[src/pgtd_pkg.sv]
package pgtd_pkg;

  localparam int PRIME_STORE_DEPTH = 4096;
  localparam int PRIME_W = 16;
  localparam int CAND_W = 17;
  localparam int COUNT_W = 13;
  localparam int STEP_W = 4;

  localparam logic [COUNT_W-1:0] MAX_PRIMES_RST = 13'd4096;
  localparam logic [CAND_W-1:0] CAND_RST = 17'd3;
  localparam logic [CAND_W-1:0] CAND_STEP = 17'd2;
  localparam logic [PRIME_W-1:0] FIRST_PRIME = 16'd2;

  typedef logic [STEP_W-1:0] step_t;

  localparam step_t S_IDLE  = 4'd0;
  localparam step_t S_OWAIT = 4'd1;
  localparam step_t S_CHKF  = 4'd2;
  localparam step_t S_CHK1  = 4'd3;
  localparam step_t S_TRI   = 4'd4;
  localparam step_t S_LOOP  = 4'd5;
  localparam step_t S_RD    = 4'd6;
  localparam step_t S_SQ    = 4'd7;
  localparam step_t S_CMP   = 4'd8;
  localparam step_t S_WAIT  = 4'd9;
  localparam step_t S_TEST  = 4'd10;
  localparam step_t S_NEXTC = 4'd11;
  localparam step_t S_ADV   = 4'd12;
  localparam step_t S_PASS  = 4'd13;
  localparam step_t S_FIRST = 4'd14;
  localparam step_t S_FULL  = 4'd15;

  typedef enum logic [3:0] {
    C_NEVER    = 4'd0,
    C_ALWAYS   = 4'd1,
    C_NO_REQ   = 4'd2,
    C_OUT_BUSY = 4'd3,
    C_FULL     = 4'd4,
    C_FIRST    = 4'd5,
    C_IDX_END  = 4'd6,
    C_SQ_GT    = 4'd7,
    C_DIV_BUSY = 4'd8,
    C_REM_NZ   = 4'd9
  } cond_t;

  typedef enum logic [1:0] {
    EM_NONE  = 2'd0,
    EM_PRIME = 2'd1,
    EM_TWO   = 2'd2,
    EM_FULL  = 2'd3
  } emit_t;

  typedef struct packed {
    cond_t cond;
    step_t target;
    logic  idx_clr;
    logic  idx_inc;
    logic  p_ld;
    logic  sq_ld;
    logic  div_go;
    logic  cand_inc;
    logic  tbl_wr;
    logic  cnt_inc;
    emit_t emit;
  } uword_t;

  typedef struct packed {
    logic busy;
    logic zero;
  } rem_stat_t;

  function automatic uword_t ucode(input step_t pc);
    uword_t w;
    w = '0;
    unique case (pc)
      S_IDLE: begin
        w.cond = C_NO_REQ;
        w.target = S_IDLE;
      end
      S_OWAIT: begin
        w.cond = C_OUT_BUSY;
        w.target = S_OWAIT;
      end
      S_CHKF: begin
        w.cond = C_FULL;
        w.target = S_FULL;
      end
      S_CHK1: begin
        w.cond = C_FIRST;
        w.target = S_FIRST;
      end
      S_TRI: begin
        w.idx_clr = 1'b1;
      end
      S_LOOP: begin
        w.cond = C_IDX_END;
        w.target = S_PASS;
      end
      S_RD: begin
        w.p_ld = 1'b1;
      end
      S_SQ: begin
        w.sq_ld = 1'b1;
        w.div_go = 1'b1;
      end
      S_CMP: begin
        w.cond = C_SQ_GT;
        w.target = S_PASS;
      end
      S_WAIT: begin
        w.cond = C_DIV_BUSY;
        w.target = S_WAIT;
      end
      S_TEST: begin
        w.cond = C_REM_NZ;
        w.target = S_ADV;
      end
      S_NEXTC: begin
        w.cand_inc = 1'b1;
        w.cond = C_ALWAYS;
        w.target = S_TRI;
      end
      S_ADV: begin
        w.idx_inc = 1'b1;
        w.cond = C_ALWAYS;
        w.target = S_LOOP;
      end
      S_PASS: begin
        w.tbl_wr = 1'b1;
        w.emit = EM_PRIME;
        w.cand_inc = 1'b1;
        w.cnt_inc = 1'b1;
        w.cond = C_ALWAYS;
        w.target = S_IDLE;
      end
      S_FIRST: begin
        w.tbl_wr = 1'b1;
        w.emit = EM_TWO;
        w.cnt_inc = 1'b1;
        w.cond = C_ALWAYS;
        w.target = S_IDLE;
      end
      S_FULL: begin
        w.emit = EM_FULL;
        w.cond = C_ALWAYS;
        w.target = S_IDLE;
      end
      default: begin
        w = '0;
      end
    endcase
    return w;
  endfunction

endpackage

[src/pgtd_rem.sv]
module pgtd_rem (
  input  logic                         clk,
  input  logic                         rst,
  input  logic                         start,
  input  logic [pgtd_pkg::CAND_W-1:0]  dividend,
  input  logic [pgtd_pkg::PRIME_W-1:0] divisor,
  output pgtd_pkg::rem_stat_t          stat
);

  localparam int CW = $clog2(pgtd_pkg::CAND_W + 1);

  logic                         busy;
  logic [CW-1:0]                cnt;
  logic [pgtd_pkg::CAND_W-1:0]  shreg;
  logic [pgtd_pkg::PRIME_W-1:0] rem;
  logic [pgtd_pkg::PRIME_W-1:0] dvs;

  logic [pgtd_pkg::PRIME_W:0]   trial;
  logic [pgtd_pkg::PRIME_W:0]   diff;
  logic                         ge;

  // restoring remainder, one dividend bit per cycle
  assign trial = {rem, shreg[pgtd_pkg::CAND_W-1]};
  assign ge    = trial >= {1'b0, dvs};
  assign diff  = trial - {1'b0, dvs};

  always_ff @(posedge clk) begin
    if (rst) begin
      busy <= 1'b0;
      cnt  <= '0;
    end else if (start) begin
      busy <= 1'b1;
      cnt  <= CW'(pgtd_pkg::CAND_W);
    end else if (busy) begin
      cnt <= cnt - CW'(1);
      if (cnt == CW'(1)) begin
        busy <= 1'b0;
      end
    end
  end

  always_ff @(posedge clk) begin
    if (start) begin
      shreg <= dividend;
      rem   <= '0;
      dvs   <= divisor;
    end else if (busy) begin
      shreg <= shreg << 1;
      rem   <= ge ? diff[pgtd_pkg::PRIME_W-1:0] : trial[pgtd_pkg::PRIME_W-1:0];
    end
  end

  assign stat.busy = busy;
  assign stat.zero = (rem == '0);

endmodule

[config.mk]
export PLATFORM = sky130hd
export DESIGN_NAME = pgtd_rem
export DESIGN_NICKNAME = d
export VERILOG_FILES = /design/src/pgtd_pkg.sv /design/src/pgtd_rem.sv
export SDC_FILE = /design/constraint.sdc
export NUM_CORES = 1
export LEC_CHECK = 0
export ABC_CLOCK_PERIOD_IN_PS = 2700
export BUFFER_PORTS_ARGS = -buffer_cell sky130_fd_sc_hd__clkbuf_2
export CAP_MARGIN = 10
export CORE_ASPECT_RATIO = 1.1
export CORE_MARGIN = 2
export CORE_UTILIZATION = 58
export DETAILED_ROUTE_END_ITERATION = 6
export PLACE_DENSITY = 0.79
export SYNTH_ARGS = -nofsm -noshare
export SYNTH_HDL_FRONTEND = slang
export SYNTH_SLANG_ARGS = --single-unit
[constraint.sdc]
create_clock -name clk -period 2.7 [get_ports clk]
set_input_delay 0.54 -clock clk [delete_from_list [all_inputs] [get_ports clk]]
set_output_delay 0.54 -clock clk [all_outputs]
set_load 0.005 [all_outputs]
==> metrics, run 1 <==
outcome=completed; Main synth FF type=edfxtp_1; r2r worst-path depth=7; Final Max Slew Viols=0; Layout Nets=411; met1 GRT Util=0.322; design area=between 0.003 and 0.004 sq mm; core area=between 0.005 and 0.006 sq mm; Critical Path AT=approximately 2.7 ns; EDFF count, synth=33; first-pass GRT wire length=~11000 microns; adder-cell share of the synthesized area=0.0754; main combinational cell family by area after synthesis=compound AO/OA/AOI/OAI gates; Mean Syn Cell Area=approximately 10 sq um; Final TNS setup=0 ns; Mapped Area=about 0.0033 sq mm; dpl hpwl=5030 microns; largest net degree at the start of global routing=29; multiplexer area fraction after synthesis=0.0831; die width=roughly 75 microns; Worst Setup EP=rem[9]; R2R Setup Slk=roughly 0.15 ns; Clock Latency Late Sink=roughly 0.31 ns; Peak VDD IR=0.000481 V; row count=28; Critical Path RT=roughly 2.9 ns; GPL Wtd Cong=0.897; area post-placement=about 0.0035 sq mm; kind of critical path=reg2reg; area leader, netlist=edfxtp_1; hold buffer count at cts=0; LEAKAGE=1.49 nW; Tmin final=between 2 and 3 ns; Layout area overhead=11.9%; CP max stage delay=around 0.40 ns; met2 Use GR=0.398; type of the most critical hold path=in2reg; r2r startpoint=rem[1]; vias in the first global route=between 2000 and 2500; PD cells=roughly 580 mW/mm^2; crit path launch=rem[1]; CP max FO=5; routing usage on met3=0.0400; Clock transition at path regs=approximately 0.10 ns; diode count=0; DP Worst Slack=0.138 ns; die area=0.00622 sq mm; Antenna Nets Post-Route=0; Final Util=0.675; Fin. Hold Viols=0; DR WL/cell=approximately 16 microns; Post-CTS Resized=0; post-synth top area share=0.305; FMAX=0.392 GHz; I/O pins=38; endpoint class of the critical path=flop; XOR/XNOR Fraction of Synth Area=0.0377; TritonRoute pass-1 iters=4; max-cap viol count=0; Critical Path Most Common Cell=or3_1; # DRC=0; main area contributors after synthesis=edfxtp_1 30%, dfxtp_1 14%, ha_1 6.9%, mux2_2 5.5%, nor2_1 3.5%; sequential element share of the synthesized area=0.440; final WL=~7000 microns; Synth Register Bits=55; Reg2Reg Capture Point=rem[9]; Global Route Usage Sum=0.241; initial antenna violation count=0; Tot Pwr=2.10 mW; Ys Warns=0; worst slew pin tran=approximately 0.53 ns; post-synth net total=~380; Crit-path slowest cell=ha_1; Die H=82.5 microns; worst-case clock buffer depth=2; Final Cycle Share=0.945; H-tree Lvls=2; post-synth cell types=57; TritonCTS Buffers=5; Gate Count Post-Synth=322; crit start category=flop; via count=about 2500; relative slew slack=0.643; setup bufs post-CTS=0; RSZ-0062 raised after global routing=false; TritonCTS clock tree=yes; share of cells above drive strength 1=0.230; Buffers on Ports=37; setup violators final=0; final setup margin=about 0.15 ns; gr ovfl total=0; gr busiest metal=met2; FFs w/ async S/R, synth=0; skew final=approximately 0.011 ns; cells along the critical path=ha_1, a21oi_2, a2111oi_2, o31a_1, or3_1, and4_1, or3_1; Clock Sink Count=55; area fraction in compound gates after synthesis=0.160; Simple-Gate Fraction of Synth Area=0.145; vias per inst=5.90; Starting Density=0.603; Iter 0 DRT Violations=roughly 230; root buf cell=clkbuf_8
[worst max-delay path: cells and delay by family, from the launching register on]
family / cells / cell delay [ns]
AOI/OAI and AO/OA: 3 / 0.79
adders and majority gates: 1 / 0.40
DFF: 1 / 0.36
and+or+nand+nor: 3 / 0.88
[state kept, by name (all words and copies together), names as in the netlist]
register / flops
rem: 16
cnt: 5
dvs: 16
shreg: 17
busy: 1
[placed cells by master, fill, tap and decap left out, types with 6 or more instances in the layout]
cell      instances
inv_1            23
mux2i_1           9
nor3_1           13
o21ai_0           7
buf_4             9
nor2_1           30
clkbuf_2         37
dfxtp_1          22
edfxtp_1         33
a211oi_1         13
xnor2_1           8
ha_1             18
a21oi_1          18
xor2_1            6
mux2_2           16
nand2_1          16
[Yosys cell counts (all sizes together), types with 2 or more instances]
| cell type | instances |
|---|---|
| nor2 | 30 |
| o21bai | 3 |
| xnor2 | 8 |
| a31oi | 3 |
| a21o | 5 |
| clkbuf | 12 |
| a2111oi | 3 |
| o22ai | 2 |
| ha | 18 |
| o211ai | 2 |
| and2 | 2 |
| edfxtp | 33 |
| nand3 | 5 |
| nor4 | 6 |
| nor3 | 13 |
| or3 | 3 |
| a21oi | 20 |
| nand3b | 4 |
| and4 | 3 |
| xor2 | 6 |
| nand2 | 16 |
| buf | 8 |
| mux2i | 9 |
| mux2 | 16 |
| inv | 23 |
| a221o | 3 |
| o21ai | 8 |
| a211oi | 14 |
| dfxtp | 22 |
| nand2b | 2 |
| nand4 | 5 |
[metal layers]
layer,routed length [microns],part of all wire
met1,2950,0.43
met2,3390,0.50
met3,327,0.048
met4,138,0.020
met5,0,0
[logic make-up (layout without fill, tap and decap cells)]
group | Yosys count | count (layout)
AOI/OAI and AO/OA | 71 | 71
DFF | 55 | 55
buffers and inverters | 44 | 79
adders and majority gates | 19 | 19
and+or+nand+nor | 94 | 94
muxes | 25 | 25
xor gates and xnor gates | 14 | 14
[cell type report]
type	count	area (sq um)
multi-input combinational	223	1640
inverter	24	90.1
timing repair buffer	47	273
clock inverter	3	42.5
tap	75	93.8
fill	445	1760
clock buffer	5	68.8
sequential	55	1430
[through the flow]
stage / cells / hold WS, ns
finish: 432 / 0.400
global route: 432 / 0.394
CTS: 432 / 0.398
detailed placement: 424 / 0.502
global placement: 424 / 0.488
floorplan: 322 / 0.469
[worst min path at each step]
| stage | cells past startpoint | startpoint | slack (ns) | end |
|---|---|---|---|---|
| floorplan | 2 | cnt[1] | 0.47 | cnt[1] |
| global placement | 2 | cnt[1] | 0.49 | cnt[1] |
| detailed placement | 2 | cnt[1] | 0.50 | cnt[1] |
| CTS | 1 | divisor[4] | 0.40 | dvs[4] |
| global route | 1 | divisor[3] | 0.39 | dvs[3] |
| finish | 1 | divisor[10] | 0.40 | dvs[10] |
[power breakdown]
| group | internal (mW) | switching, mW |
|---|---|---|
| registers | 0.969 | 0.0426 |
| logic | 0.234 | 0.305 |
| clock network | 0.277 | 0.272 |
| total | 1.48 | 0.620 |
Note: power is estimated with default switching activity, not from simulation.
==> inputs of run 2 (changes only) <==
Settings changed: ABC_AREA set to 1, ABC_CLOCK_PERIOD_IN_PS 2700 to 2800, CORE_UTILIZATION 58 to 59, PLACE_DENSITY 0.79 to 0.8.
Clock period 2.7 ns to 2.8 ns, I/O delays scaled along.
==> metrics, run 2 <==
sequential share of power=0.575 (+0.093); TritonRoute pass-1 iters=5 (+1); Layout Nets=560 (+36%); Gate power share=0.153 (-0.104); relative slew slack=0.638 (-0.00588); DP Worst Slack=0.723 ns (+0.585 ns); max-cap viol count=0 (unchanged); kind of critical path=reg2reg; worst-case clock buffer depth=2 (unchanged); Die H=84.6 microns (+2.5%); TritonCTS Buffers=5 (unchanged); Tmin final=2.15 ns (-0.402 ns); root buf cell=clkbuf_8; largest net degree at the start of global routing=30 (+3.4%); # DRC=0 (unchanged); Mapped Area=0.00349 sq mm (+7.2%); Buffers on Ports=37 (unchanged); Final Cycle Share=0.768 (-0.177); dpl hpwl=5680 microns (+13%); # fillers=517 (+16%); sequential element share of the synthesized area=0.410 (-0.0297); Mean Syn Cell Area=7.47 sq um (-26%); top flop regs=shreg (17), dvs (16), rem (16); gr ovfl total=0 (unchanged); vias per inst=5.20 (-12%); outcome=completed; CP max FO=18 (+13); type of the most critical hold path=in2reg; TritonCTS clock tree=yes; Post-CTS Resized=0 (unchanged); Fin. Hold Viols=0 (unchanged); Gate Count Post-Synth=467 (+45%); endpoint class of the critical path=flop; crit path launch=dvs[10]; cell with the most instances after synthesis=nand2_1; first-pass GRT wire length=12800 microns (+12%); Layout area overhead=9.36%; Critical Path AT=2.37 ns (-0.36 ns); Peak VDD IR=0.000378 V (-22%); FFs w/ async S/R, synth=0 (unchanged); post-synth top area share=0.284 (-0.0206); Final Max Slew Viols=0 (unchanged); Clock transition at path regs=0.10 ns (about the same); diode count=0 (unchanged); net switching power=440 uW (-29%); skew final=0.00687 ns (-0.00385 ns); Iter 0 DRT Violations=305 (+36%); die area=0.00654 sq mm (+5.1%); share of cells above drive strength 1=0.154 (-0.0755); max reg flops=17 (unchanged); Sw Share=0.270 (-0.0252); hold buffer count at cts=0 (unchanged); hold_sp=divisor[13]; area leader, netlist=edfxtp_1; most frequent cells in the layout=163 x nand2_1, 82 x inv_1, 40 x nand3_1; FMAX=0.465 GHz (+19%); post-synth net total=522 (+38%); row count=29 (+3.6%); initial antenna violation count=0 (unchanged); worst slew pin tran=0.543 ns (+0.00823 ns); PD cells=427 mW/mm^2 (-26%); GPL Wtd Cong=1.01 (+12%); Internal=1.19 mW (-20%); setup bufs post-CTS=0 (unchanged); Top reg by flops=shreg; Clock Sink Count=55 (unchanged); r2r startpoint=dvs[10]; final WL=7350 microns (+8.0%); final setup margin=0.650 ns (+0.502 ns); crit start category=flop; Global Route Usage Sum=0.240 (-0.00149); Starting Density=0.608 (+0.00551); H-tree Lvls=2 (unchanged); Antenna Nets Post-Route=0 (unchanged); Final TNS setup=0 ns (unchanged); EDFF count, synth=33 (unchanged); DR WL/cell=12.6 microns (-20%); Clock Power Share=0.273 (+0.011); Ys Warns=0 (unchanged); vias in the first global route=2901 (+16%); Synth Register Bits=55 (unchanged); Clock Latency Late Sink=0.30 ns (about the same); commonest non-fill, non-tap cell in the layout=nand2_1; Main synth FF type=edfxtp_1; worst hold slack=0.423 ns (+0.0236 ns); synth cell count leaders=163 x nand2_1, 82 x inv_1, 40 x nand3_1; core area=0.00573 sq mm (+6.3%); LEAKAGE=2.04 nW (+37%); die width=77.3 microns (+2.5%); setup violators final=0 (unchanged); main area contributors after synthesis=edfxtp_1 28%, nand2_1 18%, dfxtp_1 13%, inv_1 8.8%, ha_1 6.5%; post-synth cell types=35 (-39%); RSZ-0062 raised after global routing=false; I/O pins=38 (unchanged); via count=3029 (+19%); Critical Path RT=3.02 ns (+0.14 ns)
run 2: cell count changes in the layout (fill, tap and decap cells not counted), moves of 9 or more:
cell / before / now
a211oi_1: 13 / 1
nand2_1: 16 / 163
nand3_1: 5 / 40
nand2_2: 0 / 12
a21oi_1: 18 / 9
mux2i_1: 9 / 0
mux2_2: 16 / 0
nor3_1: 13 / 3
nor2_1: 30 / 19
inv_1: 23 / 82
run 2: kinds of logic after synthesis:
logic type / Yosys count / synth area share
AO/OA/AOI/OAI: 22 / 0.0352
XOR/XNOR: 8 / 0.0201
adder cells (fa/ha/maj): 19 / 0.0703
buffers and inverters: 92 / 0.110
flip-flops: 55 / 0.410
AND/OR/NAND/NOR: 271 / 0.354
run 2: cell type report:
| cell class | count | area [sq um] | share of cell area |
|---|---|---|---|
| Timing Repair Buffer | 41 | 215 | 0.0564 |
| Multi-Input combinational cell | 320 | 1670 | 0.438 |
| Sequential cell | 55 | 1430 | 0.375 |
| Clock inverter | 3 | 22.5 | 0.00591 |
| Tap cell | 77 | 96.3 | 0.0253 |
| Clock buffer | 5 | 68.8 | 0.0180 |
| Inverter | 82 | 308 | 0.0807 |
run 2: final timing paths:
check	depth (start not counted)	slack, ns	endpoint
worst min-delay path	1	0.42	dvs[13]
worst min register to register	2	0.48	rem[13]
worst max-delay path	13	0.65	rem[3]
worst max register to register	13	0.65	rem[3]
run 2: power by group through the flow:
stage	Clock [mW]	Sequential, mW	Combinational, mW
final	0.444	0.936	0.249
after global routing	0.486	0.943	0.279
after CTS	0.458	0.937	0.248
after detailed placement	0	0.955	0.246
after global placement	0	0.954	0.242
after floorplan	0	0.950	0.169
run 2: per-stage QoR:
stage	cell area, sq um	utilization	instances	power, mW
6_report	3810	0.665	583	1.63
5_1_grt	3810	0.665	583	1.71
4_1_cts	3810	0.665	583	1.64
3_5_place_dp	3720	0.649	575	1.20
3_3_place_gp	3720	0.649	575	1.20
2_1_floorplan	3490	-	467	1.12
run 2: routing by layer:
layer | global-route usage | share of wire | up-vias
met3 | 0.0312 | 0.056 | 17
li1 | - | - | 1543
met1 | 0.329 | 0.44 | 1368
met4 | 0.0860 | 0.024 | 0
met5 | 0 | 0 | -
met2 | 0.391 | 0.48 | 101
run 2: critical path: stages, from the launching register on:
cell and delay, ns:
edfxtp_1 0.34, inv_1 0.04, ha_1 0.34, nand2_1 0.11, nand2_1 0.07, nand2_1 0.06, nand2_1 0.06, nand2_1 0.08
nand2_2 0.06, nor2_4 0.35, nand2_4 0.24, nand2_1 0.14, nand3_1 0.07, o21ai_0 0.09
